[src/sv/dq_pkg.sv]
`default_nettype none
package dq_pkg;

  localparam int WORD_W  = 32;
  localparam int COUNT_W = 5;
  localparam int RADIX   = 16;

  typedef enum logic [1:0] {
    OP_PUSH_BACK  = 2'd0,
    OP_PUSH_FRONT = 2'd1,
    OP_POP_BACK   = 2'd2,
    OP_POP_FRONT  = 2'd3
  } op_t;

  typedef enum logic [1:0] {
    ST_DONE  = 2'd0,
    ST_FULL  = 2'd1,
    ST_EMPTY = 2'd2
  } status_t;

  typedef struct packed {
    logic push_front;
    logic pop_front;
    logic push_back;
    logic pop_back;
  } cell_ctl_t;

  typedef struct packed {
    status_t             status;
    logic [COUNT_W-1:0]  count;
    logic                take_back;
    logic                take_front;
    logic [WORD_W-1:0]   front_word;
  } meta_t;

endpackage
`default_nettype wire

[src/sv/dq_cell.sv]
`default_nettype none
module dq_cell (
  input  wire logic                      clk,
  input  wire logic                      rst_n,
  input  wire dq_pkg::cell_ctl_t         ctl,
  input  wire logic [dq_pkg::WORD_W-1:0] push_word,
  input  wire logic [dq_pkg::WORD_W-1:0] left_data,
  input  wire logic                      left_valid,
  input  wire logic [dq_pkg::WORD_W-1:0] right_data,
  input  wire logic                      right_valid,
  output logic      [dq_pkg::WORD_W-1:0] data,
  output logic                           valid,
  output logic      [dq_pkg::WORD_W-1:0] sel_word
);

  logic [dq_pkg::WORD_W-1:0] data_r, data_nxt;
  logic                      valid_r, valid_nxt;

  always_comb begin
    data_nxt  = data_r;
    valid_nxt = valid_r;
    if (ctl.push_front) begin
      data_nxt  = left_data;
      valid_nxt = left_valid;
    end else if (ctl.pop_front) begin
      data_nxt  = right_data;
      valid_nxt = right_valid;
    end else if (ctl.push_back) begin
      // first empty cell after the occupied run takes the incoming word
      if (!valid_r && left_valid) begin
        data_nxt  = push_word;
        valid_nxt = 1'b1;
      end
    end else if (ctl.pop_back) begin
      if (valid_r && !right_valid) begin
        valid_nxt = 1'b0;
      end
    end
  end

  always_ff @(posedge clk) begin
    data_r <= data_nxt;
    if (!rst_n) begin
      valid_r <= 1'b0;
    end else begin
      valid_r <= valid_nxt;
    end
  end

  assign data     = data_r;
  assign valid    = valid_r;
  // only the last occupied cell drives its word into the select tree
  assign sel_word = (valid_r && !right_valid) ? data_r : '0;

endmodule
`default_nettype wire

[src/sv/dq_or_stage.sv]
`default_nettype none
module dq_or_stage #(
  parameter int N_IN = 16
) (
  input  wire logic                      clk,
  input  wire logic                      en,
  input  wire logic [dq_pkg::WORD_W-1:0] in_words  [N_IN],
  output logic      [dq_pkg::WORD_W-1:0] out_words [(N_IN + dq_pkg::RADIX - 1) / dq_pkg::RADIX]
);

  localparam int N_OUT = (N_IN + dq_pkg::RADIX - 1) / dq_pkg::RADIX;

  logic [dq_pkg::WORD_W-1:0] acc   [N_OUT];
  logic [dq_pkg::WORD_W-1:0] out_r [N_OUT];

  // inputs are one-hot at most, so a plain OR selects the word
  always_comb begin
    for (int g = 0; g < N_OUT; g++) begin
      acc[g] = '0;
      for (int m = 0; m < dq_pkg::RADIX; m++) begin
        if (g * dq_pkg::RADIX + m < N_IN) begin
          acc[g] = acc[g] | in_words[g * dq_pkg::RADIX + m];
        end
      end
    end
  end

  always_ff @(posedge clk) begin
    if (en) begin
      out_r <= acc;
    end
  end

  assign out_words = out_r;

endmodule
`default_nettype wire

[src/sv/double_ended_queue.sv]
// Double-ended queue held in a row of shifting cells, front word in cell 0.
// Throughput: one item per cycle, stalled while a result waits on out_ready;
// the row updates in the cycle of acceptance. The result passes through the
// three registered levels of the radix-16 tree that picks the back word.
// Reset (rst_n low, synchronous) empties the queue and the result pipeline;
// word contents are not cleared.
`default_nettype none
module double_ended_queue #(
  parameter int DEPTH = 16
) (
  input  wire logic                clk,
  input  wire logic                rst_n,
  input  wire logic                in_valid,
  output logic                     in_ready,
  input  wire logic [1:0]          in_operation,
  input  wire logic signed [31:0]  in_value,
  output logic                     out_valid,
  input  wire logic                out_ready,
  output logic signed [31:0]       out_removed_value,
  output logic [4:0]               out_count,
  output logic [1:0]               out_status
);

  localparam int CW  = $clog2(DEPTH + 1);
  localparam int NG1 = (DEPTH + dq_pkg::RADIX - 1) / dq_pkg::RADIX;
  localparam int NG2 = (NG1 + dq_pkg::RADIX - 1) / dq_pkg::RADIX;

  logic [CW-1:0] count_r, count_nxt;
  logic          v1_r, v2_r, v3_r;
  dq_pkg::meta_t meta1_r, meta2_r, meta3_r, meta_nxt;

  logic              advance, accept, full, empty;
  dq_pkg::op_t       op;
  dq_pkg::cell_ctl_t ctl;
  dq_pkg::status_t   status;
  logic [CW+4:0]     count_ext;

  logic [dq_pkg::WORD_W-1:0] cell_data  [DEPTH];
  logic                      cell_valid [DEPTH];
  logic [dq_pkg::WORD_W-1:0] sel_word   [DEPTH];
  logic [dq_pkg::WORD_W-1:0] lvl1_word  [NG1];
  logic [dq_pkg::WORD_W-1:0] lvl2_word  [NG2];
  logic [dq_pkg::WORD_W-1:0] lvl3_word  [1];

  assign advance  = !v3_r || out_ready;
  assign in_ready = advance;
  assign accept   = in_valid && advance;
  assign op       = dq_pkg::op_t'(in_operation);
  assign full     = (count_r == CW'(DEPTH));
  assign empty    = (count_r == '0);

  always_comb begin
    ctl       = '0;
    status    = dq_pkg::ST_DONE;
    count_nxt = count_r;
    case (op)
      dq_pkg::OP_PUSH_BACK, dq_pkg::OP_PUSH_FRONT: begin
        if (full) begin
          status = dq_pkg::ST_FULL;
        end else begin
          count_nxt = count_r + CW'(1);
          if (op == dq_pkg::OP_PUSH_BACK) begin
            ctl.push_back = accept;
          end else begin
            ctl.push_front = accept;
          end
        end
      end
      dq_pkg::OP_POP_BACK, dq_pkg::OP_POP_FRONT: begin
        if (empty) begin
          status = dq_pkg::ST_EMPTY;
        end else begin
          count_nxt = count_r - CW'(1);
          if (op == dq_pkg::OP_POP_BACK) begin
            ctl.pop_back = accept;
          end else begin
            ctl.pop_front = accept;
          end
        end
      end
      default: begin
        status = dq_pkg::ST_DONE;
      end
    endcase
  end

  assign count_ext = {5'b0, count_nxt};

  always_comb begin
    meta_nxt            = '0;
    meta_nxt.status     = status;
    meta_nxt.count      = count_ext[4:0];
    meta_nxt.take_back  = (op == dq_pkg::OP_POP_BACK) && !empty;
    meta_nxt.take_front = (op == dq_pkg::OP_POP_FRONT) && !empty;
    meta_nxt.front_word = cell_data[0];
  end

  genvar i;
  generate
    for (i = 0; i < DEPTH; i++) begin : g_cell
      logic [dq_pkg::WORD_W-1:0] l_data, r_data;
      logic                      l_valid, r_valid;
      // row ends: cell 0 sees the incoming word, the last cell sees an empty neighbor
      if (i == 0) begin : g_first
        assign l_data  = in_value;
        assign l_valid = 1'b1;
      end else begin : g_mid
        assign l_data  = cell_data[i-1];
        assign l_valid = cell_valid[i-1];
      end
      if (i == DEPTH - 1) begin : g_last
        assign r_data  = '0;
        assign r_valid = 1'b0;
      end else begin : g_inner
        assign r_data  = cell_data[i+1];
        assign r_valid = cell_valid[i+1];
      end
      dq_cell u_cell (
        .clk         (clk),
        .rst_n       (rst_n),
        .ctl         (ctl),
        .push_word   (in_value),
        .left_data   (l_data),
        .left_valid  (l_valid),
        .right_data  (r_data),
        .right_valid (r_valid),
        .data        (cell_data[i]),
        .valid       (cell_valid[i]),
        .sel_word    (sel_word[i])
      );
    end
  endgenerate

  dq_or_stage #(.N_IN(DEPTH)) u_lvl1 (
    .clk       (clk),
    .en        (advance),
    .in_words  (sel_word),
    .out_words (lvl1_word)
  );

  dq_or_stage #(.N_IN(NG1)) u_lvl2 (
    .clk       (clk),
    .en        (advance),
    .in_words  (lvl1_word),
    .out_words (lvl2_word)
  );

  dq_or_stage #(.N_IN(NG2)) u_lvl3 (
    .clk       (clk),
    .en        (advance),
    .in_words  (lvl2_word),
    .out_words (lvl3_word)
  );

  always_ff @(posedge clk) begin
    if (advance) begin
      meta1_r <= meta_nxt;
      meta2_r <= meta1_r;
      meta3_r <= meta2_r;
    end
    if (!rst_n) begin
      count_r <= '0;
      v1_r    <= 1'b0;
      v2_r    <= 1'b0;
      v3_r    <= 1'b0;
    end else begin
      if (accept) begin
        count_r <= count_nxt;
      end
      if (advance) begin
        v1_r <= in_valid;
        v2_r <= v1_r;
        v3_r <= v2_r;
      end
    end
  end

  assign out_valid  = v3_r;
  assign out_count  = meta3_r.count;
  assign out_status = meta3_r.status;

  always_comb begin
    if (meta3_r.take_back) begin
      out_removed_value = $signed(lvl3_word[0]);
    end else if (meta3_r.take_front) begin
      out_removed_value = $signed(meta3_r.front_word);
    end else begin
      out_removed_value = '0;
    end
  end

endmodule
`default_nettype wire
[config.mk]
export PLATFORM = sky130hd
export DESIGN_NAME = double_ended_queue
export DESIGN_NICKNAME = d
export VERILOG_FILES = /design/src/sv/dq_pkg.sv /design/src/sv/dq_cell.sv /design/src/sv/dq_or_stage.sv /design/src/sv/double_ended_queue.sv
export SDC_FILE = /design/constraint.sdc
export NUM_CORES = 1
export LEC_CHECK = 0
export ABC_AREA = 1
export CAP_MARGIN = 40
export CORE_ASPECT_RATIO = 1.25
export CORE_UTILIZATION = 36
export CTS_CLUSTER_SIZE = 28
export DETAILED_ROUTE_END_ITERATION = 7
export DONT_BUFFER_PORTS = 1
export SYNTH_ARGS = -nofsm -noshare
export SYNTH_HDL_FRONTEND = slang
export SYNTH_SLANG_ARGS = --single-unit
[constraint.sdc]
create_clock -name clk -period 7.7 [get_ports clk]
set_input_delay 1.54 -clock clk [delete_from_list [all_inputs] [get_ports clk]]
set_output_delay 1.54 -clock clk [all_outputs]
set_load 0.05 [all_outputs]
==> results of run 1 <==
==> per-stage QoR <==
stage	cells	setup WS (ps)	util (%)
6_report	4125	3050	40.0
4_1_cts	4123	3090	40.0
5_1_grt	4125	2920	40.0
3_5_place_dp	3995	2440	37.6
3_3_place_gp	3992	2520	37.5
2_1_floorplan	2941	636	-
==> where the power goes <==
part | switching [mW] | total, mW | internal (mW) | leakage [nW]
combinational | 1.16 | 1.51 | 0.348 | 5.92
clock | 1.55 | 3.57 | 2.02 | 1.11
sequential | 0.189 | 5.37 | 5.18 | 7.31
total | 2.89 | 10.4 | 7.55 | 14.3
==> cells in the mapped netlist, drive strengths merged <==
library cell,instances
a211oi,1
a21oi,21
a221oi,2
a22oi,23
buf,151
clkbuf,68
clkinv,4
dfxtp,24
edfxtp,731
ha,2
inv,545
nand2,421
nand3,45
nand3b,1
nand4,4
nor2,100
nor3,50
nor4,12
o2111ai,46
o211ai,12
o21a,1
o21ai,106
o221ai,425
o22ai,141
xnor2,2
xor2,3
==> state kept, by name, indices dropped and copies added (netlist names) <==
name	cells
g_cell.u_cell.valid	16
g_cell.u_cell.data	512
count_r	5
meta2_r	41
meta1_r	41
out_count	5
u_lvl3.out_words	32
meta3_r	34
v2_r	1
u_lvl1.out_words	32
u_lvl2.out_words	32
out_valid	1
v1_r	1
out_status	2
==> per-layer routing <==
metal  routed length, um  up-vias  part of all wire [%]
li1                    -    10800                     -
met1               39500    12000                    39
met2               48600     1309                    47
met3                9710      250                   9.5
met4                4700        0                   4.6
met5                   0        -                     0
==> final cells by class <==
type                       count  area, um2  area share [%]
antenna                        2       5.00          0.0132
clock buffer                  91       1890            5.01
clock inverter                37        409            1.08
inverter                     549       2070            5.49
multi-input combinational   1418       8930            23.6
sequential                   755      22400            59.4
tap                         1216       1520            4.03
timing repair buffer          57        518            1.37
==> worst max-delay path, cell delays in order <==
cell and delay [ps]:
inv_1 160, a21oi_2 160, nand3_4 470, inv_2 410, nor2_8 780, buf_4 640, o21ai_4 350, buf_4 400
==> kinds of logic (layout without fill, tap and decap cells) <==
group | after synthesis | in the layout | synth area share [%]
AND/OR/NAND/NOR | 633 | 633 | 7.88
AO/OA/AOI/OAI | 778 | 778 | 17.3
adder cells (fa/ha/maj) | 2 | 2 | 0.0730
buffers and inverters | 768 | 734 | 9.16
other | 0 | 2 | 0
XOR/XNOR | 5 | 5 | 0.128
flip-flops | 755 | 755 | 65.4
==> worst max path at each step <==
stage | end | slack (ps) | cells past startpoint
detailed placement | g_cell[7].u_cell.data[18] | 2440 | 8
CTS | g_cell[7].u_cell.data[17] | 3090 | 8
global route | g_cell[7].u_cell.data[22] | 2920 | 8
finish | g_cell[7].u_cell.data[17] | 3050 | 8
floorplan | g_cell[10].u_cell.data[0] | 640 | 8
global placement | g_cell[5].u_cell.data[25] | 2520 | 8
==> results.sh, run 1 <==
export IMPL_clockBufferDepth=3
export IMPL_synth_area_mm2=0.0343
export IMPL_r2r_end="g_cell[7].u_cell.data[17]"
export IMPL_clkTransAtPathRegs_ps=70
export IMPL_cts_setup_buffers=0
export IMPL_numCtsBuffers=70
export IMPL_cp_end_kind="flip-flop"
export IMPL_dpl_instance_area_mm2=0.0355
export IMPL_drv_slew=0
export IMPL_syn_inst=2941
export IMPL_worstPathMaxFanout=44
export IMPL_gp_congestion=0.849
export IMPL_num_vias=24300
export IMPL_initial_core_util_pct=36.3
export IMPL_grt_pass1_vias=23400
export IMPL_fin_nets=2891
export IMPL_top_usage_layer="met2"
export IMPL_cts_htree_levels=3
export IMPL_rows=126
export IMPL_cts_tree="built"
export IMPL_fin_hold_ws_ps=413
export IMPL_die_w_um=278
export IMPL_use_met2_pct=34.3
export IMPL_cts_root_buf="clkbuf_16"
export IMPL_cp_arrival_ps=4970
export IMPL_critPathKind="primary input to flip-flop"
export IMPL_hold_buffers=0
export IMPL_finalHoldViolations=0
export IMPL_final_area_mm2=0.0378
export IMPL_synthToLayoutAreaGrowth_pct=10.2
export IMPL_cellPowerDensity_mw_per_mm2=276
export IMPL_synth_cell_types=40
export IMPL_dp_hpwl_um=60900
export IMPL_hold_end="meta3_r[23]"
export IMPL_layout_common_cells="731 x edfxtp_1, 537 x inv_1, 425 x o221ai_1, 393 x nand2_1, 141 x o22ai_1"
export IMPL_maxSlewHeadroom_pct=23.3
export IMPL_die_area_mm2=0.0965
export IMPL_crit_start="out_ready"
export IMPL_reg2reg_setup_slack_ps=3230
export IMPL_wl_per_cell_um=24.8
export IMPL_synth_nets=2981
export IMPL_r2r_cells=7
export IMPL_synth_top_area_share_pct=64.0
export IMPL_worstMarginPinSlew_ps=1150
export IMPL_fin_crit_sh_pct=60.4
export IMPL_hp_start="meta2_r[23]"
export IMPL_grtUsageTotal_pct=20.8
export IMPL_layout_commonest_cell="edfxtp_1"
export IMPL_ys_seq_area_share_pct=65.4
export IMPL_clkLatencyLatePin_ps=640
export IMPL_dr_pass1_iters=6
export IMPL_routed_via_density=5.89
export IMPL_drc=0
export IMPL_ant_nets=0
export IMPL_nFillCells=8857
export IMPL_yosys_top_cells_area="edfxtp_1 64%, o221ai_1 11%, inv_1 5.9%"
export IMPL_portBuffers=0
export IMPL_fin_crit_ps=4650
export IMPL_power_total_mw=10.4
export IMPL_synth_top_area_cell="edfxtp_1"
export IMPL_cts_sinks=755
export IMPL_drt_iter0_markers=3115
export IMPL_outcome="complete, no violations"
export IMPL_worstSetupStartpointType="primary input"
export IMPL_synth_seq_cells=755
export IMPL_rsz0062_at_grt="false"
export IMPL_power_leakage_nw=14.3
export IMPL_setup_viol=0
export IMPL_drive_above_1_share_pct=7.43
export IMPL_fin_skew_ps=31.1
export IMPL_r2r_start="out_valid"
export IMPL_core_area_mm2=0.0944
export IMPL_worstPathRequired_ps=8020
export IMPL_synth_area_per_cell_um2=11.7
export IMPL_grt_overflow=0
export IMPL_grt_max_degree=224
export IMPL_pin_count=79
export IMPL_antenna_found_initial=2
export IMPL_wl_um=102000
export IMPL_hold_path_depth=0
export IMPL_fin_tns_setup_ps=0
export IMPL_max_freq_ghz=0.215
export IMPL_die_height_um=347
export IMPL_met1_usage_pct=26.9
export IMPL_irDropWorstVdd_uv=158
export IMPL_met3_usage_pct=3.01
export IMPL_grt_pass1_wl_um=151000
export IMPL_yosys_warnings=0
export IMPL_hold_class="flip-flop to flip-flop"
export IMPL_maxCapViolCount=0
export IMPL_cts_resized=0
Power figures use the tool's default switching activity.
==> run 2: changes to the inputs <==
- ABC_AREA: 1 -> 0
- clock period: 7.7 -> 4.7 ns (I/O delays scaled with it)
==> run 2 against run 1 <==
  * Final cell count is 19% lower
  * Non-clock buffer count is 40 higher
  * Cell area is 1.2% lower
  * First-iteration DRC count is 1.1% higher
  * Register-to-register slack worse by 2000 ps
  * Combinational power is 28% higher
  * Wire length is 0.77% lower
  * Largest power group unchanged
  * Clock-buffer cell count is 3 higher
  * Critical path depth is 1 higher
==> results.sh, run 2 <==
export IMPL_outcome="complete, no violations"
export IMPL_routed_via_density=6.80
export IMPL_drive_above_1_share_pct=12.7
export IMPL_synth_nets=2239
export IMPL_grt_overflow=0
export IMPL_fin_crit_sh_pct=73.1
export IMPL_synth_compound_area_share_pct=23.1
export IMPL_synth_common_cells="731 x edfxtp_1, 449 x a221o_1, 145 x clkbuf_1"
export IMPL_wl_um=102000
export IMPL_fin_tns_setup_ps=0
export IMPL_dr_pass1_iters=6
export IMPL_worstSetupStartpointType="flip-flop"
export IMPL_synthAdderAreaFrac_pct=0.0743
export IMPL_critPathKind="flip-flop to flip-flop"
export IMPL_die_area_mm2=0.0948
export IMPL_grt_pass1_wl_um=148000
export IMPL_grtUsageTotal_pct=20.9
export IMPL_ys_flop_type="edfxtp_1"
export IMPL_max_stage_delay_ps=580
export IMPL_ys_seq_area_share_pct=66.6
export IMPL_fin_hold_ws_ps=409
export IMPL_cts_sinks=755
export IMPL_cts_htree_levels=3
export IMPL_antenna_found_initial=6
export IMPL_rsz0062_at_grt="false"
export IMPL_path_cells="inv_1, ha_1, nor4bb_1, buf_4, nor2_1, nand3_2, buf_4, o21ai_4, buf_12"
export IMPL_cellPowerDensity_mw_per_mm2=445
export IMPL_worstPathMaxFanout=20
export IMPL_finalHoldViolations=0
export IMPL_drt_iter0_markers=3148
export IMPL_fin_skew_ps=27.7
export IMPL_top_usage_layer="met2"
export IMPL_die_w_um=276
export IMPL_synthToLayoutAreaGrowth_pct=10.8
export IMPL_cts_root_buf="clkbuf_16"
export IMPL_initial_core_util_pct=36.3
export IMPL_ys_async_sr_fraction_pct=0
export IMPL_use_met2_pct=33.3
export IMPL_largest_reg_flops=512
export IMPL_grt_pass1_vias=21900
export IMPL_clkTransAtPathRegs_ps=60
export IMPL_cpMostUsedCell="buf_4"
export IMPL_rows=125
export IMPL_utilization_pct=40.2
export IMPL_synth_top_family_by_area="compound AO/OA/AOI/OAI gates"
export IMPL_maxSlewHeadroom_pct=39.9
export IMPL_worstPathRequired_ps=5000
export IMPL_cts_tree="built"
export IMPL_clockBufferDepth=3
export IMPL_setup_viol=0
export IMPL_synth_top_area_share_pct=65.1
export IMPL_synth_mux_area_share_pct=1.49
export IMPL_synth_area_per_cell_um2=15.3
export IMPL_cts_setup_buffers=0
export IMPL_crit_path_top_delay_cell="o21ai_4"
export IMPL_worstMarginPinSlew_ps=901
export IMPL_fin_nets=2130
export IMPL_synth_seq_cells=755
export IMPL_cts_resized=0
export IMPL_layout_commonest_cell="edfxtp_1"
export IMPL_synthXorXnorAreaFrac_pct=0.0520
export IMPL_met1_usage_pct=26.8
export IMPL_drv_slew=0
export IMPL_synth_cell_types=55
export IMPL_core_area_mm2=0.0929
export IMPL_maxCapViolCount=0
export IMPL_syn_inst=2199
export IMPL_multiInputGateArea_mm2=0.00997
export IMPL_seq_area_mm2=0.0224
export IMPL_portBuffers=0
export IMPL_dp_hpwl_um=58600
export IMPL_ant_nets=0
export IMPL_gp_congestion=0.852
export IMPL_die_height_um=344
export IMPL_synth_top_area_cell="edfxtp_1"
export IMPL_wl_per_cell_um=30.3
export IMPL_hold_class="flip-flop to flip-flop"
export IMPL_numCtsBuffers=74
export IMPL_synth_most_common_cell="edfxtp_1"
export IMPL_yosys_warnings=0
export IMPL_synth_area_mm2=0.0337
export IMPL_pin_count=79
export IMPL_yosys_top_cells_area="edfxtp_1 65%, a221o_1 13%, a22o_1 3.5%"
export IMPL_layout_common_cells="731 x edfxtp_1, 449 x a221o_1, 135 x a22o_1, 124 x a221oi_1, 76 x clkbuf_16"
export IMPL_grt_max_degree=109
export IMPL_synth_edf_count=731
export IMPL_clkLatencyLatePin_ps=630
export IMPL_nFillCells=8492
export IMPL_irDropWorstVdd_uv=220
export IMPL_met3_usage_pct=5.24
export IMPL_num_vias=22800
export IMPL_power_leakage_nw=12.4
export IMPL_hold_buffers=0
export IMPL_cp_arrival_ps=3740
export IMPL_max_freq_ghz=0.291
export IMPL_cp_end_kind="flip-flop"
export IMPL_drc=0
export IMPL_synth_simple_area_share_pct=4.03
export IMPL_fin_crit_ps=3440
## run 2: changes by cell type after synthesis, sizes merged, moves of 74 or more
cell	previous run	this run
o22ai	141	13
a221oi	2	124
a221o	0	449
a22o	0	135
inv	545	8
nand2	421	70
o221ai	425	1
clkbuf	68	145
nor2	100	26
## run 2: power breakdown
group	internal, mW	switching (mW)	total, mW	leakage, nW
Clock	3.36	2.59	5.95	1.14
Sequential	8.31	0.443	8.75	7.35
Combinational	0.660	1.27	1.93	3.92
Total	12.3	4.30	16.6	12.4
## run 2: layout make-up
cell class	instances	area share, %
repair buffers	97	2.73
clock buffers	94	5.27
clock inverters	40	1.05
well taps	1206	4.04
flip-flops and latches	755	60.1
inverters	9	0.124
diodes	3	0.0201
multi-input cells	1153	26.7
## run 2: final timing paths
check,from,to,slack (ps),cells after the start
worst min register to register,meta2_r[5],meta3_r[5],410,0
worst min-delay path,meta2_r[5],meta3_r[5],410,0
worst max-delay path,count_r[0],g_cell[11].u_cell.data[9],1260,9
worst max register to register,count_r[0],g_cell[11].u_cell.data[9],1260,9
## run 2: cells by family (layout without fill, tap and decap cells)
| logic type | count (synthesis) | in the layout |
|---|---|---|
| compound gates | 857 | 857 |
| xor+xnor | 2 | 2 |
| fa+ha+maj | 2 | 2 |
| buf+inv | 291 | 240 |
| flops | 755 | 755 |
| mux | 46 | 46 |
| other cells | 0 | 3 |
| simple gates | 246 | 246 |
## run 2: metrics by stage
step / worst slack (ps) / instance area [um2] / power [mW] / std cells
after global placement: 983 / 34800 / 10.7 / 3212
after detailed placement: 1130 / 35000 / 10.8 / 3220
after global routing: 1080 / 37300 / 17.1 / 3354
after floorplan: 118 / 33700 / 10.1 / 2199
after CTS: 1200 / 37300 / 16.7 / 3354
final: 1260 / 37300 / 16.6 / 3357
## run 2: critical path: cells and delay by family (launching register included)
kind                       cells  cell delay, ps
buffers and inverters          4             990
and+or+nand+nor                3             770
AOI/OAI and AO/OA              1             580
DFF                            1             430
adders and majority gates      1             290
## run 2: layer usage
layer	wire length (um)	up-vias
met2	47500	1589
met4	4560	8
li1	-	9320
met1	38100	11600
met3	11500	324
met5	56	-
